## config.mk

```make
export PLATFORM = sky130hd
export DESIGN_NAME = bfd_cell
export DESIGN_NICKNAME = d
export VERILOG_FILES = /design/src/rtl/bfd_pkg.sv /design/src/rtl/bfd_cell.sv
export SDC_FILE = /design/constraint.sdc
export NUM_CORES = 1
export LEC_CHECK = 0
export ABC_AREA = 1
export BUFFER_PORTS_ARGS = -buffer_cell sky130_fd_sc_hd__buf_2
export CAP_MARGIN = 10
export CELL_PAD_IN_SITES_DETAIL_PLACEMENT = 2
export CELL_PAD_IN_SITES_GLOBAL_PLACEMENT = 2
export CORE_MARGIN = 2
export CORE_UTILIZATION = 31
export CTS_CLUSTER_DIAMETER = 80
export DETAILED_ROUTE_END_ITERATION = 10
export PLACE_DENSITY = 0.92
export SLEW_MARGIN = 20
export SYNTH_ARGS = -nofsm -noshare
export SYNTH_HDL_FRONTEND = slang
export SYNTH_SLANG_ARGS = --single-unit
```

## constraint.sdc

```tcl
create_clock -name clk -period 5.9 [get_ports clk]
set_input_delay 0.59 -clock clk [delete_from_list [all_inputs] [get_ports clk]]
set_output_delay 0.59 -clock clk [all_outputs]
set_load 0.01 [all_outputs]
```

## src/rtl/bfd_pkg.sv

```systemverilog
// Shared types for the buffer frame directory: request, result and the
// token word that walks the frame cell chain. No dependencies.
`default_nettype none
package bfd_pkg;
  localparam int IDX_W     = 6;
  localparam int PAGE_BITS = 32;
  localparam int FILE_BITS = 16;
  localparam int PIN_BITS  = 16;
  localparam int FRAMES_DEF = 64;

  typedef enum logic [2:0] {
    CMD_RESERVE = 3'd0,
    CMD_LOOKUP  = 3'd1,
    CMD_REG     = 3'd2,
    CMD_UNREG   = 3'd3,
    CMD_PIN     = 3'd4,
    CMD_UNPIN   = 3'd5,
    CMD_VICTIM  = 3'd6,
    CMD_DIRTY   = 3'd7
  } cmd_t;

  typedef struct packed {
    logic [2:0]           cmd;
    logic [IDX_W-1:0]     frame_sel;
    logic [PAGE_BITS-1:0] page_num;
    logic [FILE_BITS-1:0] file_num;
    logic                 dirty_in;
  } in_t;

  typedef struct packed {
    logic                found;
    logic [IDX_W-1:0]    frame_out;
    logic                is_pinned;
    logic                is_evictable;
    logic [PIN_BITS-1:0] pins;
    logic                victim_dirty;
  } out_t;

  // Request plus running search result, handed cell to cell.
  typedef struct packed {
    logic                 vld;
    cmd_t                 cmd;
    logic [IDX_W-1:0]     sel;
    logic [PAGE_BITS-1:0] page;
    logic [FILE_BITS-1:0] file;
    logic                 dirty;
    logic [IDX_W-1:0]     ptr;
    logic                 found;
    logic [IDX_W-1:0]     idx;
    logic [PIN_BITS-1:0]  pins;
    logic                 res;
    logic                 c_hi_f;
    logic [IDX_W-1:0]     c_hi_idx;
    logic                 c_lo_f;
    logic [IDX_W-1:0]     c_lo_idx;
    logic                 d_hi_f;
    logic [IDX_W-1:0]     d_hi_idx;
    logic                 d_lo_f;
    logic [IDX_W-1:0]     d_lo_idx;
  } tok_t;
endpackage
`default_nettype wire

```

## src/rtl/bfd_cell.sv

```systemverilog
// One frame cell: holds the state of one frame, applies the passing request
// and forwards the updated token. Depends on bfd_pkg.
`default_nettype none
module bfd_cell #(
  parameter int IDX = 0
) (
  input  wire          clk,
  input  wire          rst_n,
  input  bfd_pkg::tok_t tok_in,
  output bfd_pkg::tok_t tok_out
);
  localparam logic [bfd_pkg::IDX_W-1:0] ME = bfd_pkg::IDX_W'(IDX);
  localparam logic [bfd_pkg::PIN_BITS-1:0] PIN_MAX = '1;

  logic                          free_r, free_nxt;
  logic                          res_r, res_nxt;
  logic                          dirty_r, dirty_nxt;
  logic [bfd_pkg::PIN_BITS-1:0]  pins_r, pins_nxt;
  logic [bfd_pkg::PAGE_BITS-1:0] page_r, page_nxt;
  logic [bfd_pkg::FILE_BITS-1:0] file_r, file_nxt;
  bfd_pkg::tok_t                 tok_r, tok_nxt;
  logic                          hit, hi, cand;

  always_comb begin
    free_nxt  = free_r;
    res_nxt   = res_r;
    dirty_nxt = dirty_r;
    pins_nxt  = pins_r;
    page_nxt  = page_r;
    file_nxt  = file_r;
    tok_nxt   = tok_in;
    hit  = tok_in.sel == ME;
    hi   = ME >= tok_in.ptr;
    cand = res_r && (pins_r == '0);
    if (tok_in.vld) begin
      unique case (tok_in.cmd)
        bfd_pkg::CMD_RESERVE: begin
          if (!tok_in.found && free_r) begin
            free_nxt      = 1'b0;
            tok_nxt.found = 1'b1;
            tok_nxt.idx   = ME;
            tok_nxt.pins  = pins_r;
            tok_nxt.res   = res_r;
          end
        end
        bfd_pkg::CMD_LOOKUP: begin
          if (!tok_in.found && res_r && page_r == tok_in.page && file_r == tok_in.file) begin
            tok_nxt.found = 1'b1;
            tok_nxt.idx   = ME;
            tok_nxt.pins  = pins_r;
            tok_nxt.res   = res_r;
          end
        end
        bfd_pkg::CMD_REG: begin
          if (hit) begin
            page_nxt     = tok_in.page;
            file_nxt     = tok_in.file;
            pins_nxt     = '0;
            dirty_nxt    = tok_in.dirty;
            res_nxt      = 1'b1;
            tok_nxt.pins = '0;
            tok_nxt.res  = 1'b1;
          end
        end
        bfd_pkg::CMD_UNREG: begin
          if (hit) begin
            res_nxt      = 1'b0;
            pins_nxt     = '0;
            dirty_nxt    = 1'b0;
            free_nxt     = 1'b1;
            tok_nxt.pins = '0;
            tok_nxt.res  = 1'b0;
          end
        end
        bfd_pkg::CMD_PIN: begin
          if (hit) begin
            if (pins_r != PIN_MAX) pins_nxt = pins_r + 1'b1;
            tok_nxt.pins = pins_nxt;
            tok_nxt.res  = res_r;
          end
        end
        bfd_pkg::CMD_UNPIN: begin
          if (hit) begin
            if (pins_r != '0) pins_nxt = pins_r - 1'b1;
            tok_nxt.pins = pins_nxt;
            tok_nxt.res  = res_r;
          end
        end
        bfd_pkg::CMD_VICTIM: begin
          // Track first clean and first dirty candidate on each side of the pointer.
          if (cand) begin
            if (dirty_r) begin
              if (hi && !tok_in.d_hi_f) begin
                tok_nxt.d_hi_f = 1'b1; tok_nxt.d_hi_idx = ME;
              end
              if (!hi && !tok_in.d_lo_f) begin
                tok_nxt.d_lo_f = 1'b1; tok_nxt.d_lo_idx = ME;
              end
            end else begin
              if (hi && !tok_in.c_hi_f) begin
                tok_nxt.c_hi_f = 1'b1; tok_nxt.c_hi_idx = ME;
              end
              if (!hi && !tok_in.c_lo_f) begin
                tok_nxt.c_lo_f = 1'b1; tok_nxt.c_lo_idx = ME;
              end
            end
          end
        end
        bfd_pkg::CMD_DIRTY: begin
          if (hit) begin
            if (res_r) dirty_nxt = tok_in.dirty;
            tok_nxt.pins = pins_r;
            tok_nxt.res  = res_r;
          end
        end
        default: ;
      endcase
    end
  end

  always_ff @(posedge clk) begin
    if (!rst_n) begin
      free_r  <= 1'b1;
      res_r   <= 1'b0;
      dirty_r <= 1'b0;
      pins_r  <= '0;
      tok_r   <= '0;
    end else begin
      free_r  <= free_nxt;
      res_r   <= res_nxt;
      dirty_r <= dirty_nxt;
      pins_r  <= pins_nxt;
      tok_r   <= tok_nxt;
    end
  end

  always_ff @(posedge clk) begin
    page_r <= page_nxt;
    file_r <= file_nxt;
  end

  assign tok_out = tok_r;
endmodule
`default_nettype wire

```

# Yosys cells after proc, flatten, opt, wreduce, memory -nomap -nowiden
# Index checks and enable logic that the tools add are counted.
dict set report op_classes {
  addsub 2
  n_mul 0
  n_div 0
  order_cmp 1
  eq_ne 18
  shifts 0
  muxes 33
  bitwise_logic 0
  reduce_logical 29
}
# operator n
set ops {}
lappend ops {{$pmux W17 S7} 1}
lappend ops {{$mux W17} 5}
lappend ops {{$mux W16} 5}
lappend ops {{$mux W28} 2}
lappend ops {{$mux W52} 1}
lappend ops {{$mux W24} 2}
lappend ops {{$pmux W16 S3} 1}
lappend ops {{$eq A32 B32 Y1} 1}
lappend ops {{$mux W14} 2}
lappend ops {{$mux W7} 4}
lappend ops {{$add A16 B1 Y16 const B} 1}
lappend ops {{$eq A16 B16 Y1} 1}
lappend ops {{$logic_not A16 Y1} 1}
lappend ops {{$ne A16 B16 Y1 const B} 1}
lappend ops {{$reduce_bool A16 Y1} 1}
lappend ops {{$sub A16 B1 Y16 const B} 1}
lappend ops {{$ne A2 B2 Y1 const B} 7}
lappend ops {{$pmux W7 S2} 1}
lappend ops {{$eq A3 B3 Y1 const B} 4}
lappend ops {{$logic_and A1 B1 Y1} 9}
lappend ops {{$reduce_and A4 Y1} 2}
lappend ops {{$eq A3 B2 Y1 const B} 2}
lappend ops {{$ge A1 B6 Y1 const A} 1}
lappend ops {{$logic_not A1 Y1} 6}
lappend ops {{other kinds (13)} 21}
dict set report totals {
  ff_bits 184
  latch_bits 0
  ram_bits 0
  mem_bits_ro 0
  output_inout_bits 117
  word_cells 108
  n_memories 0
}

# Longest topological paths before layout
# Gate-level depths: netlist (run 1).
dict set report logic_depth {
  word_depth 8
  ltp_mapped 17
  depth_no_buf 16
}

# Least setup slack after synthesis (run 1)
# OpenSTA, ideal clock, no wires.
dict set report synth_path {
  kind {input to register}
  start {in tok_in[114] in the netlist's numbering}
  end {reg file_r[0] in the netlist's numbering, enable pin}
  arrival_time_ns 3.261
  setup_slack_ns 2.184
  path_stages 6
  path_buffers 0
  path_cell_list {inv_1 nor2_1 inv_1 nor2_1 inv_2 nor2_1}
}
dict set report synth_between {
  elab_chain_cells 2
}
# item line
set synth_lines {}
lappend synth_lines {{start: declaration} bfd_cell.sv:9} ;# input bfd_pkg::tok_t tok_in,
lappend synth_lines {{$eq A3 B2 Y1} bfd_cell.sv:36} ;# unique case (tok_in.cmd)
lappend synth_lines {{$reduce_and A3 Y1 (no source line)} n/a}
lappend synth_lines {{end signal: assignment} bfd_cell.sv:139} ;# file_r <= file_nxt;
lappend synth_lines {{end: declaration} bfd_cell.sv:20} ;# logic [bfd_pkg::FILE_BITS-1:0] file_r, file_nxt;
# No other way between the ends.
# A chain may end at the register's enable or synchronous reset.

# Final worst setup path (run 1)
dict set report layout_path {
  start {in tok_in[112] in the netlist's numbering}
  end {reg file_r[11] in the netlist's numbering, enable pin}
}
dict set report layout_between {
  elab_chain_cells 2
}
# item line
set layout_lines {}
lappend layout_lines {{$logic_not A6 Y1} bfd_cell.sv:32} ;# hit = tok_in.sel == ME;
lappend layout_lines {{$reduce_and A3 Y1 (no source line)} n/a}
# No other way between the ends.

==> results by stage, run 1 <==
Run status:
- The run finished with clean final reports.

Critical path:
- The endpoint kind of the worst setup timing path is a flip-flop.
- The data required time of the worst path is 6.02 ns.
- The maximum fanout encountered on the critical timing path is 38.
- The largest single stage delay on the critical path is around 0.62 ns.
- The critical path contains buffers and inverters numbering 4 combined.
- The worst-case reg-to-reg path depth is 9.
- The arrival time of the worst setup path is around 3.0 ns.
- The slowest stage of the critical path is the sky130_fd_sc_hd__nor2_4 cell.
- The kind of cell with the highest combined delay on the critical path is buffers and inverters.
- The number of gates on the worst path with buffers counted is 8.
- The critical path in this run is classified as in2reg.
- The most numerous cell type found on the critical path is sky130_fd_sc_hd__buf_4.
- Traced cell by cell, the critical path runs through buf_2, nor2_1, nand3_1, buf_4, inv_2, nand2_1, nor2_4, buf_4.
- The startpoint class of the critical path is a primary input.

Pwr:
- Summing internal, switching and leakage power gives 2.91 mW.
- The worst-case vdd ir drop is approximately 0.17 mV.
- The cell leakage power is roughly 6.3 nW.
- Power spread over the standard cell area amounts to 255 nW/µm².

STA:
- The worst pin sits at a relative slew slack of 0.373.
- In the final timing run, aggregate negative setup slack is 0 ns.
- The actual transition at the worst max-transition pin is 0.939 ns.
- The achievable clock frequency is roughly 340 MHz.
- The number of pins with negative max-slew slack in the final report is 0.
- Dividing the final minimum period by the clock period gives 0.492.
- Setup repair after global routing left no endpoint under its margin.
- The number of endpoints failing setup at the final stage is 0.
- The worst setup skew after layout is ~0.017 ns.
- The final hold violation count was 0.
- Across all hold checks on the routed design, the worst slack comes to ~0.31 ns.
- The shortest period the worst path allows is 2.90 ns.

Logic synthesis:
- After synthesis the netlist holds a flip-flop and latch count of ~180.
- In the synthesized netlist the async set-or-reset flop fraction comes to 0.
- The parity-gate share of the synthesized area counting xor and xnor cells is 0.0178.
- Of the total synthesized cell area, the portion taken by full adders, half adders and majority gates is 0.00401.
- In the synthesized netlist, the number of instances is ~1300.
- The average instance in the mapped netlist occupies 7.01 µm².
- The portion of the post-synthesis area used by sequential elements is 0.445.
- The area share of the leading cell type in the synthesized netlist is 0.291.
- In this run, distinct cell masters in the synthesized netlist total 41.
- Yosys attributes the largest share of cell area to sky130_fd_sc_hd__dfxtp_1, sky130_fd_sc_hd__edfxtp_1, sky130_fd_sc_hd__nand2_1.
- The cell accounting for the most synthesized area is sky130_fd_sc_hd__dfxtp_1.
- The largest family of logic cells by synthesized area is simple AND/OR/NAND/NOR gates.
- The library cell with the highest instance count after synthesis is sky130_fd_sc_hd__nand2_1.
- The number of enable flip-flop cells after synthesis is 48.
- The post-synth design cell area is between 9000 and 10000 µm².
- The post-synthesis compound-gate area fraction was 0.0810.
- The synthesis warning total is 0.
- The multiplexer fraction of the synthesized cell area is 0.
- Synthesis produced a netlist with a net count of ~1500.
- After synthesis, the most frequently instantiated cells are sky130_fd_sc_hd__nand2_1, sky130_fd_sc_hd__inv_1, sky130_fd_sc_hd__dfxtp_1, sky130_fd_sc_hd__nor2_1, sky130_fd_sc_hd__nand3_1.
- The most used flip-flop cell after synthesis is sky130_fd_sc_hd__dfxtp_1.
- The fraction of the mapped netlist area in simple logic gates is 0.319.

Final layout:
- The net count of the finished layout is between 1500 and 2000.
- The final design utilization is 0.385.
- From synthesis to final layout, the design area changed by 22.0%.
- The share of final-layout standard cells stronger than drive strength 1 is 0.191.

Floorplan:
- The core area is approximately 30000 µm².
- The full die area is 31600 µm².
- For this configuration, the core starts out at a cell density of 0.315.
- In this run the vertical extent of the chip is about 180 µm.
- In this run the horizontal extent of the chip is between 150 and 200 µm.
- around 240 I/O pins were placed.
- The standard-cell row count is 63.

Place:
- Input and output buffers added on the ports amount to roughly 240.
- The placed wire-length estimate is roughly 32 mm.
- At the end of routability-driven placement, the weighted congestion stood at roughly 0.9.

GRT:
- The number of global-route vias before repair is approximately 11000.
- The first global-routing pass estimated ~68 mm of wire.
- The largest net degree at the start of global routing is 63.
- In the global route stage, overall resource usage came out at 0.285.
- The number of antenna violations at the first check in global routing is 5.
- After global routing the overflow that remains totals 0.

Clock tree:
- The clock buffer count from CTS is 17.
- Counting every sink on the clock net gives between 150 and 200.
- The hold buffer count at cts is 0.
- Gates resized during post-CTS repair numbered 0.
- The maximum buffer depth of the clock tree is 2.
- The root buffer selected by CTS is sky130_fd_sc_hd__clkbuf_16.
- The clock network latency to the later pin of the worst-skew pair is between 0.4 and 0.5 ns.
- After clock tree synthesis, the clock-pin slew on the worst setup and hold paths is approximately 0.080 ns.
- The clock tree from TritonCTS is done.
- The number of levels in the clock H-tree is 4.
- The number of setup buffers added after CTS is 0.

Run:
- The tool flagged a number of max-cap violations equal to 0.

Detailed routing:
- After detailed routing, the number of remaining DRC violations is 0.
- The average vias per placed instance is around 5.2.
- Detailed routing inserted a total of around 10000 vias.
- After the first detailed-routing iteration, the DRC count stood at between 700 and 800.
- The detailed-router iteration count before antenna repair is 5.
- In this run the remaining antenna-violating nets after routing total 0.
- The routed wire length per instance is approximately 23 µm.
- The detailed-route wire length is about 45 mm.

Worst hold path:
- The class of the tightest hold or removal check is in2reg.
- Along the worst hold path, the cell count comes to 3.
sequential cells by signal, summed over array words and instances (netlist names):
signal,cells
tok_out,117
page_r,32
file_r,16
pins_r,16
dirty_r,1
free_r,1
res_r,1
worst min-delay path, stage by stage:
cell and delay [ns]:
sky130_fd_sc_hd__buf_2 0.09, sky130_fd_sc_hd__nand2_1 0.04, sky130_fd_sc_hd__inv_1 0.04
final timing paths:
path,slack (ns),start,end
min,0.31,tok_in[108],tok_out[108]$_SDFF_PN0_
max reg2reg,3.05,pins_r[1]$_SDFFE_PN0P_,tok_out[7]$_SDFF_PN0_
min reg2reg,0.53,res_r$_SDFFE_PN0P_,res_r$_SDFFE_PN0P_
max,3.00,tok_in[112],file_r[11]$_DFFE_PP_
layer usage:
layer  global-route usage  vias up  part of all wire
met3               0.0578       96             0.064
met5                    0        -           0.00027
met2                0.509      421              0.50
met1                0.333     5092              0.40
met4                0.113        2             0.030
li1                     -     4618                 -
report_power, final:
part	switching [mW]	total (mW)	internal, mW	leakage [nW]
Sequential	0.0173	1.36	1.34	1.56
Combinational	0.253	0.375	0.122	4.46
Clock	0.617	1.18	0.560	0.272
final cells by class:
cell class	count	area, µm²
Fill cell	3602	18200
Sequential cell	184	4160
Multi-Input combinational cell	837	3950
Timing Repair Buffer	241	1220
Inverter	268	1010
Tap cell	390	488
Clock buffer	18	429
Clock inverter	14	134
Antenna cell	4	10.0
logic make-up after synthesis:
group	after synthesis
adders and majority gates	3
and+or+nand+nor	688
AOI/OAI and AO/OA	127
buffers and inverters	313
DFF	184
xor gates and xnor gates	19
layout by cell type, fill, tap and decap left out, types with 6 or more instances in the layout:
cell type and count:
sky130_fd_sc_hd__nor2_2 6, sky130_fd_sc_hd__buf_2 234, sky130_fd_sc_hd__dfxtp_1 136, sky130_fd_sc_hd__nand2_1 369
sky130_fd_sc_hd__nand3_1 117, sky130_fd_sc_hd__edfxtp_1 48, sky130_fd_sc_hd__o211ai_1 15, sky130_fd_sc_hd__nand4_1 39
sky130_fd_sc_hd__nor2_1 122, sky130_fd_sc_hd__nor3_1 14, sky130_fd_sc_hd__o21ai_0 47, sky130_fd_sc_hd__xor2_1 8
sky130_fd_sc_hd__a21oi_1 32, sky130_fd_sc_hd__clkbuf_16 17, sky130_fd_sc_hd__a31oi_1 6, sky130_fd_sc_hd__inv_1 263
sky130_fd_sc_hd__xnor2_1 11, sky130_fd_sc_hd__a221oi_1 8, sky130_fd_sc_hd__buf_4 7
through the flow:
stage	instances	setup slack, ns	cell area, µm²
after CTS	1952	3.05	11400
after floorplan	1334	2.18	9350
after detailed placement	1920	2.57	10800
after global routing	1956	2.84	11400
after global placement	1920	2.83	10800
final	1956	3.00	11400
No activity file was read; power rests on OpenSTA's default activity.
==> inputs of run 2 (changes only) <==
--- a/config.mk
+++ b/config.mk
@@ -5,7 +5,7 @@
 export SDC_FILE = /design/constraint.sdc
 export NUM_CORES = 1
 export LEC_CHECK = 0
-export ABC_AREA = 1
+export ABC_AREA = 0
 export BUFFER_PORTS_ARGS = -buffer_cell sky130_fd_sc_hd__buf_2
 export CAP_MARGIN = 10
 export CELL_PAD_IN_SITES_DETAIL_PLACEMENT = 2
@@ -14,7 +14,7 @@
 export CORE_UTILIZATION = 31
 export CTS_CLUSTER_DIAMETER = 80
 export DETAILED_ROUTE_END_ITERATION = 10
-export PLACE_DENSITY = 0.92
+export PLACE_DENSITY = 0.86
 export SLEW_MARGIN = 20
 export SYNTH_ARGS = -nofsm -noshare
 export SYNTH_HDL_FRONTEND = slang
==> constraint.sdc (replaced) <==
create_clock -name clk -period 2.89 [get_ports clk]
set_input_delay 0.289 -clock clk [delete_from_list [all_inputs] [get_ports clk]]
set_output_delay 0.289 -clock clk [all_outputs]
set_load 0.01 [all_outputs]
==> run 2 against run 1 <==
Clock power rose by 110%; sequential power rose by 100%; sequential share of layout area rose by 3.9 points; first-iteration DRC count fell by 38%; critical endpoint is now tok_out[39]$_SDFF_PN0_; highest routed layer is now met4; flip-flop and latch count did not move; cell area fell by 9.6%; die area fell by 16%; synthesized cell count fell by 41%.
==> results by stage, run 2 <==
Final layout:
- In the layout the commonest cells are sky130_fd_sc_hd__buf_2, sky130_fd_sc_hd__dfxtp_1, sky130_fd_sc_hd__and2_1.
- The final layout net count is 1166 (-30%).
- The share of final-layout standard cells stronger than drive strength 1 was 0.322 (+0.130).
- The number of flip-flops under the largest register name is 117 (unchanged).
- From synthesis to final layout, the design area changed by 31.0%.
- The commonest non-fill, non-tap cell in the layout is sky130_fd_sc_hd__buf_2.

Floorplan:
- The horizontal die dimension is 163 µm (-8.1%).
- The core area was 25000 µm² (-16%).
- The standard-cell row count is 58 (-7.9%).
- The total I/O pin count is 236 (unchanged).
- The full die area is 26700 µm² (-16%).
- The die extent in y is 163 µm (-8.1%).
- The starting utilization of the core area is 0.314 (-0.00133).

STA:
- The worst path needs about 2.8 ns of the cycle, external delays included.
- The worst setup skew after layout is 0.0192 ns (+0.00223 ns).
- The final hold violation count is 0 (unchanged).
- The actual transition at the worst max-transition pin is 0.664 ns (-0.275 ns).
- The setup slack after layout is 0.104 ns (-2.89 ns).
- In the finished design, the share of the clock period the worst path needs comes to 0.964.
- The worst hold slack is 0.0482 ns (-0.266 ns).
- Setup repair after global routing could not meet its margin everywhere.
- The number of pins with negative max-slew slack in the final report is 0 (unchanged).
- The tightest slew margin relative to the limit was 0.557 (+0.183).
- The number of endpoints failing setup at the final stage is 0 (unchanged).
- The achievable clock frequency is 359 MHz.

Clock tree:
- The maximum buffer depth of the clock tree is 2 (unchanged).
- The hold buffer count at cts came to 0 (unchanged).
- The clock buffer count from CTS is 17 (unchanged).
- The clock sink count is 184 (unchanged).
- The tree is rooted in a sky130_fd_sc_hd__clkbuf_16.
- The number of levels in the clock H-tree is 4 (unchanged).
- The clock network latency to the later pin of the worst-skew pair is 0.44 ns (-0.04 ns).
- The clock tree from TritonCTS is done.
- The clock-pin slew reported for the worst setup and hold paths after clock tree synthesis is 0.08 ns (about the same).

GRT:
- The total routing resource utilization after global routing came to 0.253 (-0.0325).
- The final global-route overflow total was 0 (unchanged).
- The largest net degree at the start of global routing is 51 (-19%).
- The number of global-route vias before repair came to 8108 (-28%).
- The first-pass GRT wire length is 50.5 mm (-25%).
- The number of antenna violations at the first check in global routing came to 2 (-3).

Run status:
- The flow ran to the end, and the final reports show no timing, DRC or antenna violations.

Critical path:
- The data required time of the worst path is 3.22 ns (-2.80 ns).
- The startpoint class of the critical path is a flip-flop.
- The maximum fanout encountered on the critical timing path is 5 (-87%).
- The critical path class is reg2reg.
- The worst setup path is captured at a flip-flop.
- The arrival time of the worst setup path is 3.11 ns (+0.09 ns).

Logic synthesis:
- The number of enable flip-flop cells after synthesis is 48 (unchanged).
- The count of mapped cells out of synthesis was 789 (-41%).
- The commonest cells after synthesis are sky130_fd_sc_hd__dfxtp_1, sky130_fd_sc_hd__and2_1, sky130_fd_sc_hd__nor2_1, sky130_fd_sc_hd__edfxtp_1.
- The number of nets in the synthesized netlist was 911 (-37%).
- The flip-flop and latch count after synthesis is 184 (unchanged).
- By area the synthesized netlist is led by sky130_fd_sc_hd__dfxtp_1, sky130_fd_sc_hd__edfxtp_1, sky130_fd_sc_hd__and2_1.
- The average size of a mapped cell is 9.97 µm² (+42%).
- The portion of the post-synthesis area used by sequential elements is 0.529 (+0.0841).
- Among all flip-flop cells after synthesis, the most frequent one is sky130_fd_sc_hd__dfxtp_1.
- The synthesis warning total is 0 (unchanged).
- The area share of the leading cell type in the synthesized netlist is 0.346 (+0.0550).
- The largest total area in the synthesized netlist belongs to sky130_fd_sc_hd__dfxtp_1.
- The library cell with the highest instance count after synthesis is sky130_fd_sc_hd__dfxtp_1.
- The post-synth design cell area was 7870 µm² (-16%).
- The share of synthesized flip-flops with an asynchronous set or reset came to 0 (unchanged).
- The number of distinct standard cells referenced by the synthesized netlist was 77 (+88%).

Detailed routing:
- The count of nets left with antenna violations after detail routing is 0 (unchanged).
- The detailed-route wire length is 33.6 mm (-24%).
- The detailed-route via count is 7351 (-28%).
- The detailed-router iteration count before antenna repair came to 5 (unchanged).
- The first-iteration detailed-routing DRC count is 470 (-38%).
- The count of unresolved DRC violations after routing is 0 (unchanged).
- The routed wire length per instance is 24.2 µm (+6.4%).
- The average vias per placed instance is 5.29 (+1.2%).

Pwr:
- The total power density per cell area is 561 nW/µm² (+120%).
- The worst-case vdd ir drop is 0.311 mV (+79%).
- The cell leakage power came to 4.51 nW (-28%).

Place:
- The global placement routability congestion is 0.964 (+5.3%).
- The number of port buffers is 235 (unchanged).
- The placed wire-length estimate is 24.6 mm (-22%).
- The post-placement setup slack is -0.0333 ns (-2.61 ns).

Run:
- The number of max-cap violations is 0 (unchanged).

Worst hold path:
- The class of the tightest hold or removal check is in2reg.
run 2: kinds of logic after synthesis:
group / after synthesis / synth area share
compound gates: 155 / 0.140
xor+xnor: 47 / 0.0523
fa+ha+maj: 3 / 0.00477
buf+inv: 83 / 0.0414
flops: 184 / 0.529
mux: 6 / 0.00764
simple gates: 311 / 0.225
run 2: worst max-delay path: stages, from the launching register on:
cell                       delay (ns)
sky130_fd_sc_hd__edfxtp_1        0.41
sky130_fd_sc_hd__xor2_1          0.18
sky130_fd_sc_hd__nor4_1          0.48
sky130_fd_sc_hd__nand4_1         0.24
sky130_fd_sc_hd__nor4_4          0.39
sky130_fd_sc_hd__o211ai_2        0.21
sky130_fd_sc_hd__buf_4           0.21
sky130_fd_sc_hd__o311a_1         0.29
sky130_fd_sc_hd__a221o_1         0.25
run 2: cell type report:
cell class / instances / area, µm²
inverters: 33 / 124
clock buffers: 18 / 429
multi-input cells: 522 / 3430
well taps: 330 / 413
clock inverters: 14 / 171
repair buffers: 286 / 1570
flip-flops and latches: 184 / 4160
diodes: 2 / 5.00
fillers: 2731 / 14700
run 2: path summary, 6_finish.rpt:
path | startpoint | end | slack, ns | cells past startpoint
worst max-delay path | page_r[16]$_DFFE_PP_ | tok_out[39]$_SDFF_PN0_ | 0.10 | 8
worst min-delay path | tok_in[85] | page_r[10]$_DFFE_PP_ | 0.05 | 1
worst max register to register | page_r[16]$_DFFE_PP_ | tok_out[39]$_SDFF_PN0_ | 0.10 | 8
worst min register to register | free_r$_SDFFE_PN1P_ | free_r$_SDFFE_PN1P_ | 0.55 | 1
run 2: what timing repair did:
item | CTS | global route
setup endpoints to repair | 16 | 20
gates resized for setup | 3 | 6
buffers inserted | 0 | 1
pin swaps | 0 | 1
run 2: stage by stage:
step	utilization	cell area, µm²	setup TNS (ns)	total power, mW	cells
final	0.412	10300	0	5.79	1389
after global routing	0.412	10300	-0.0329	5.99	1388
after CTS	0.410	10300	0	5.84	1386
after detailed placement	0.386	9660	-0.123	3.41	1354
after global placement	0.386	9660	0	3.37	1354
after floorplan	-	7890	0	3.07	789
run 2: report_power, final:
part	switching, mW	total [mW]	internal [mW]	leakage, nW
Clock	1.18	2.42	1.25	0.295
Sequential	0.0313	2.76	2.73	1.56
Combinational	0.364	0.602	0.239	2.66
run 2: per-layer routing:
layer,up-vias,wire length [µm],track usage
li1,3327,-,-
met1,3689,13000,0.286
met2,285,18000,0.473
met3,50,1820,0.0495
met4,0,814,0.0825
met5,-,0,0
==> inputs of run 3 (changes only) <==
--- a/config.mk
+++ b/config.mk
@@ -6,7 +6,7 @@
 export NUM_CORES = 1
 export LEC_CHECK = 0
 export ABC_AREA = 0
-export BUFFER_PORTS_ARGS = -buffer_cell sky130_fd_sc_hd__buf_2
+export BUFFER_PORTS_ARGS = -buffer_cell sky130_fd_sc_hd__clkbuf_2
 export CAP_MARGIN = 10
 export CELL_PAD_IN_SITES_DETAIL_PLACEMENT = 2
 export CELL_PAD_IN_SITES_GLOBAL_PLACEMENT = 2
==> run 3 against run 2 <==
Sequential power hardly changed; die area stayed put; via count is 0.90% higher; cell area is 0.40% higher; hold slack worse by 0.013 ns; clock skew is 0.0029 ns lower; non-clock buffer count is 3 higher; critical path depth is 2 higher; first-iteration DRC count is 5.3% higher; routed wire length hardly changed; setup slack better by 0.015 ns; sequential share of layout area is 0.16 points lower; largest cell class unchanged; largest power group unchanged.
==> results by stage, run 3 (synthesized netlist as in run 2, its figures left out) <==
Floorplan:
- The full die area is 26700 µm² (unchanged).
- The total I/O pin count came to 236 (unchanged).
- The die extent in y was 163 µm (unchanged).
- The standard-cell row count is 58 (unchanged).
- The starting utilization of the core area came to 0.314 (unchanged).
- The core area was 25000 µm² (unchanged).
- The horizontal die dimension came to 163 µm (unchanged).

Pwr:
- The switching share of total power came to 0.286 (+0.0144).
- The part of the total power dissipated in sequential elements came to 0.475 (-0.002).
- The relative contribution of combinational cells to total power was 0.104 (about the same).
- The worst-case vdd ir drop is 0.377 mV (+21%).
- The cell leakage power is 4.51 nW (about the same).
- The switching power total was 1.66 mW (+6.0%).
- The internal power contribution is 4.16 mW (-1.4%).
- The fraction of power consumed by the clock network is 0.421 (+0.002).
- The total power density per cell area is 563 nW/µm² (+0.23%).

Critical path:
- The arrival time of the worst setup path came to 3.10 ns (about the same).
- STA classifies the critical path startpoint as a flip-flop.
- The data required time of the worst path is 3.22 ns (about the same).
- The critical path class is reg2reg.
- The endpoint kind of the worst setup timing path is a flip-flop.
- The maximum fanout encountered on the critical timing path is 5 (unchanged).

Final layout:
- The final layout net count is 1169 (+0.26%).
- The library cells used most frequently in the layout, excluding fill and tap cells, are sky130_fd_sc_hd__clkbuf_2, sky130_fd_sc_hd__dfxtp_1, sky130_fd_sc_hd__and2_1.
- The design area is 10300 µm² (+0.40%).
- The number of flip-flops under the largest register name is 117 (unchanged).
- The synthesis-to-finish area growth is 31.6%.
- The commonest non-fill, non-tap cell in the layout is sky130_fd_sc_hd__clkbuf_2.
- The share of final-layout standard cells stronger than drive strength 1 is 0.322 (about the same).

Clock tree:
- The clock network latency to the later pin of the worst-skew pair is 0.45 ns (about the same).
- The clock sink count was 184 (unchanged).
- The root buffer selected by CTS is sky130_fd_sc_hd__clkbuf_16.
- The clock tree from TritonCTS is done.
- The maximum buffer depth of the clock tree was 2 (unchanged).
- The clock buffer count from CTS is 17 (unchanged).
- The hold buffer count at cts is 0 (unchanged).
- The number of levels in the clock H-tree is 4 (unchanged).
- The clock-pin slew reported for the worst setup and hold paths after clock tree synthesis is 0.08 ns (about the same).

Run:
- The number of max-cap violations is 0 (unchanged).

Detailed routing:
- The count of nets left with antenna violations after detail routing is 0 (unchanged).
- The routed wire length per instance was 24.2 µm (-0.21%).
- The count of unresolved DRC violations after routing is 0 (unchanged).
- The first-iteration detailed-routing DRC count is 495 (+5.3%).
- The average vias per placed instance came to 5.33 (+0.68%).
- The detailed-route via count came to 7417 (+0.90%).
- The detailed-router iteration count before antenna repair is 5 (unchanged).
- The detailed-route wire length came to 33.6 mm (about the same).

STA:
- The number of pins with negative max-slew slack in the final report is 0 (unchanged).
- The tightest slew margin relative to the limit is 0.266 (-0.291).
- The setup slack after layout is 0.118 ns (+0.0147 ns).
- The final hold violation count is 0 (unchanged).
- The share of the clock period used by the worst path came to 0.959 (-0.00510).
- The worst setup skew after layout is 0.0164 ns (-0.00289 ns).
- The actual transition at the worst max-transition pin is 1.09 ns (+0.429 ns).
- The number of endpoints failing setup at the final stage is 0 (unchanged).
- The shortest period the worst path allows came to 2.77 ns (-0.0147 ns).
- The achievable clock frequency came to 361 MHz (+0.53%).

GRT:
- The final global-route overflow total is 0 (unchanged).
- The total routing resource utilization after global routing was 0.248 (-0.00508).
- The first-pass GRT wire length is 49.6 mm (-1.7%).
- The number of global-route vias before repair is 8126 (+0.22%).
- The largest net degree at the start of global routing is 50 (-2.0%).
- The number of antenna violations at the first check in global routing was 1 (-1).

Worst hold path:
- The class of the tightest hold or removal check is in2reg.

Place:
- The number of port buffers was 235 (unchanged).
- The global placement routability congestion is 0.932 (-3.3%).
- The post-placement setup slack is 0.0101 ns (+0.0434 ns).
- The area of placed instances is 9670 µm² (+0.13%).
- The placed wire-length estimate is 24.1 mm (-2.2%).

Run status:
- The run finished with clean final reports.
[run 3: changes by cell type in the layout (fill, tap and decap cells not counted), sizes merged]
cell | before | now
buf | 286 | 54
bufinv | 1 | 0
clkbuf | 18 | 252
clkinv | 5 | 9
inv | 41 | 39
[run 3: routing by layer]
layer / track usage / up-vias / wire length, µm
li1: - / 3332 / -
met1: 0.284 / 3733 / 13000
met2: 0.447 / 278 / 17600
met3: 0.0470 / 74 / 1780
met4: 0.108 / 0 / 1260
met5: 0 / - / 0
[run 3: repair_timing]
item                                    in CTS  in global routing
setup buffers                                1                  3
resized for setup                            1                  3
endpoints found under the setup margin       7                 11
pin swaps                                    2                  1
[run 3: power groups by stage]
stage | registers [mW] | clock network [mW] | logic [mW]
after floorplan | 2.86 | 0 | 0.206
after global placement | 2.81 | 0 | 0.556
after detailed placement | 2.82 | 0 | 0.588
after CTS | 2.76 | 2.49 | 0.603
after global routing | 2.77 | 2.60 | 0.654
final | 2.76 | 2.45 | 0.606
[run 3: area by class of cell]
| class | instances | area (µm²) |
|---|---|---|
| diodes | 2 | 5.00 |
| inverters | 33 | 124 |
| well taps | 330 | 413 |
| repair buffers | 289 | 1610 |
| clock inverters | 15 | 195 |
| multi-input cells | 522 | 3410 |
| clock buffers | 17 | 425 |
| flip-flops and latches | 184 | 4160 |
| fillers | 2744 | 14700 |
[run 3: final timing paths]
path / from / end / slack, ns / cells after the start
worst max-delay path: pins_r[0]$_SDFFE_PN0P_ / tok_out[32]$_SDFF_PN0_ / 0.12 / 10
worst min-delay path: tok_in[4] / tok_out[4]$_SDFF_PN0_ / 0.04 / 3
worst max register to register: pins_r[0]$_SDFFE_PN0P_ / tok_out[32]$_SDFF_PN0_ / 0.12 / 10
worst min register to register: free_r$_SDFFE_PN1P_ / free_r$_SDFFE_PN1P_ / 0.49 / 1
[run 3: critical path, cell delays in order (launching register included)]
cell and delay [ns]:
sky130_fd_sc_hd__dfxtp_1 0.36, sky130_fd_sc_hd__inv_1 0.15, sky130_fd_sc_hd__ha_1 0.19, sky130_fd_sc_hd__or4b_4 0.51, sky130_fd_sc_hd__nor4_4 0.43, sky130_fd_sc_hd__buf_4 0.17
sky130_fd_sc_hd__nor4_1 0.06, sky130_fd_sc_hd__nand3b_1 0.21, sky130_fd_sc_hd__o21ai_0 0.26, sky130_fd_sc_hd__o22ai_1 0.12, sky130_fd_sc_hd__o21a_1 0.20
[run 3: stage by stage]
stage | power (mW) | cells | hold WS, ns | util | TNS (ns)
floorplan | 3.07 | 789 | 0.388 | - | 0
global placement | 3.37 | 1354 | 0.462 | 0.386 | 0
detailed placement | 3.41 | 1354 | 0.470 | 0.386 | 0
CTS | 5.86 | 1387 | 0.0200 | 0.412 | 0
global route | 6.02 | 1391 | 0.0304 | 0.413 | -0.0117
finish | 5.82 | 1392 | 0.0353 | 0.413 | 0
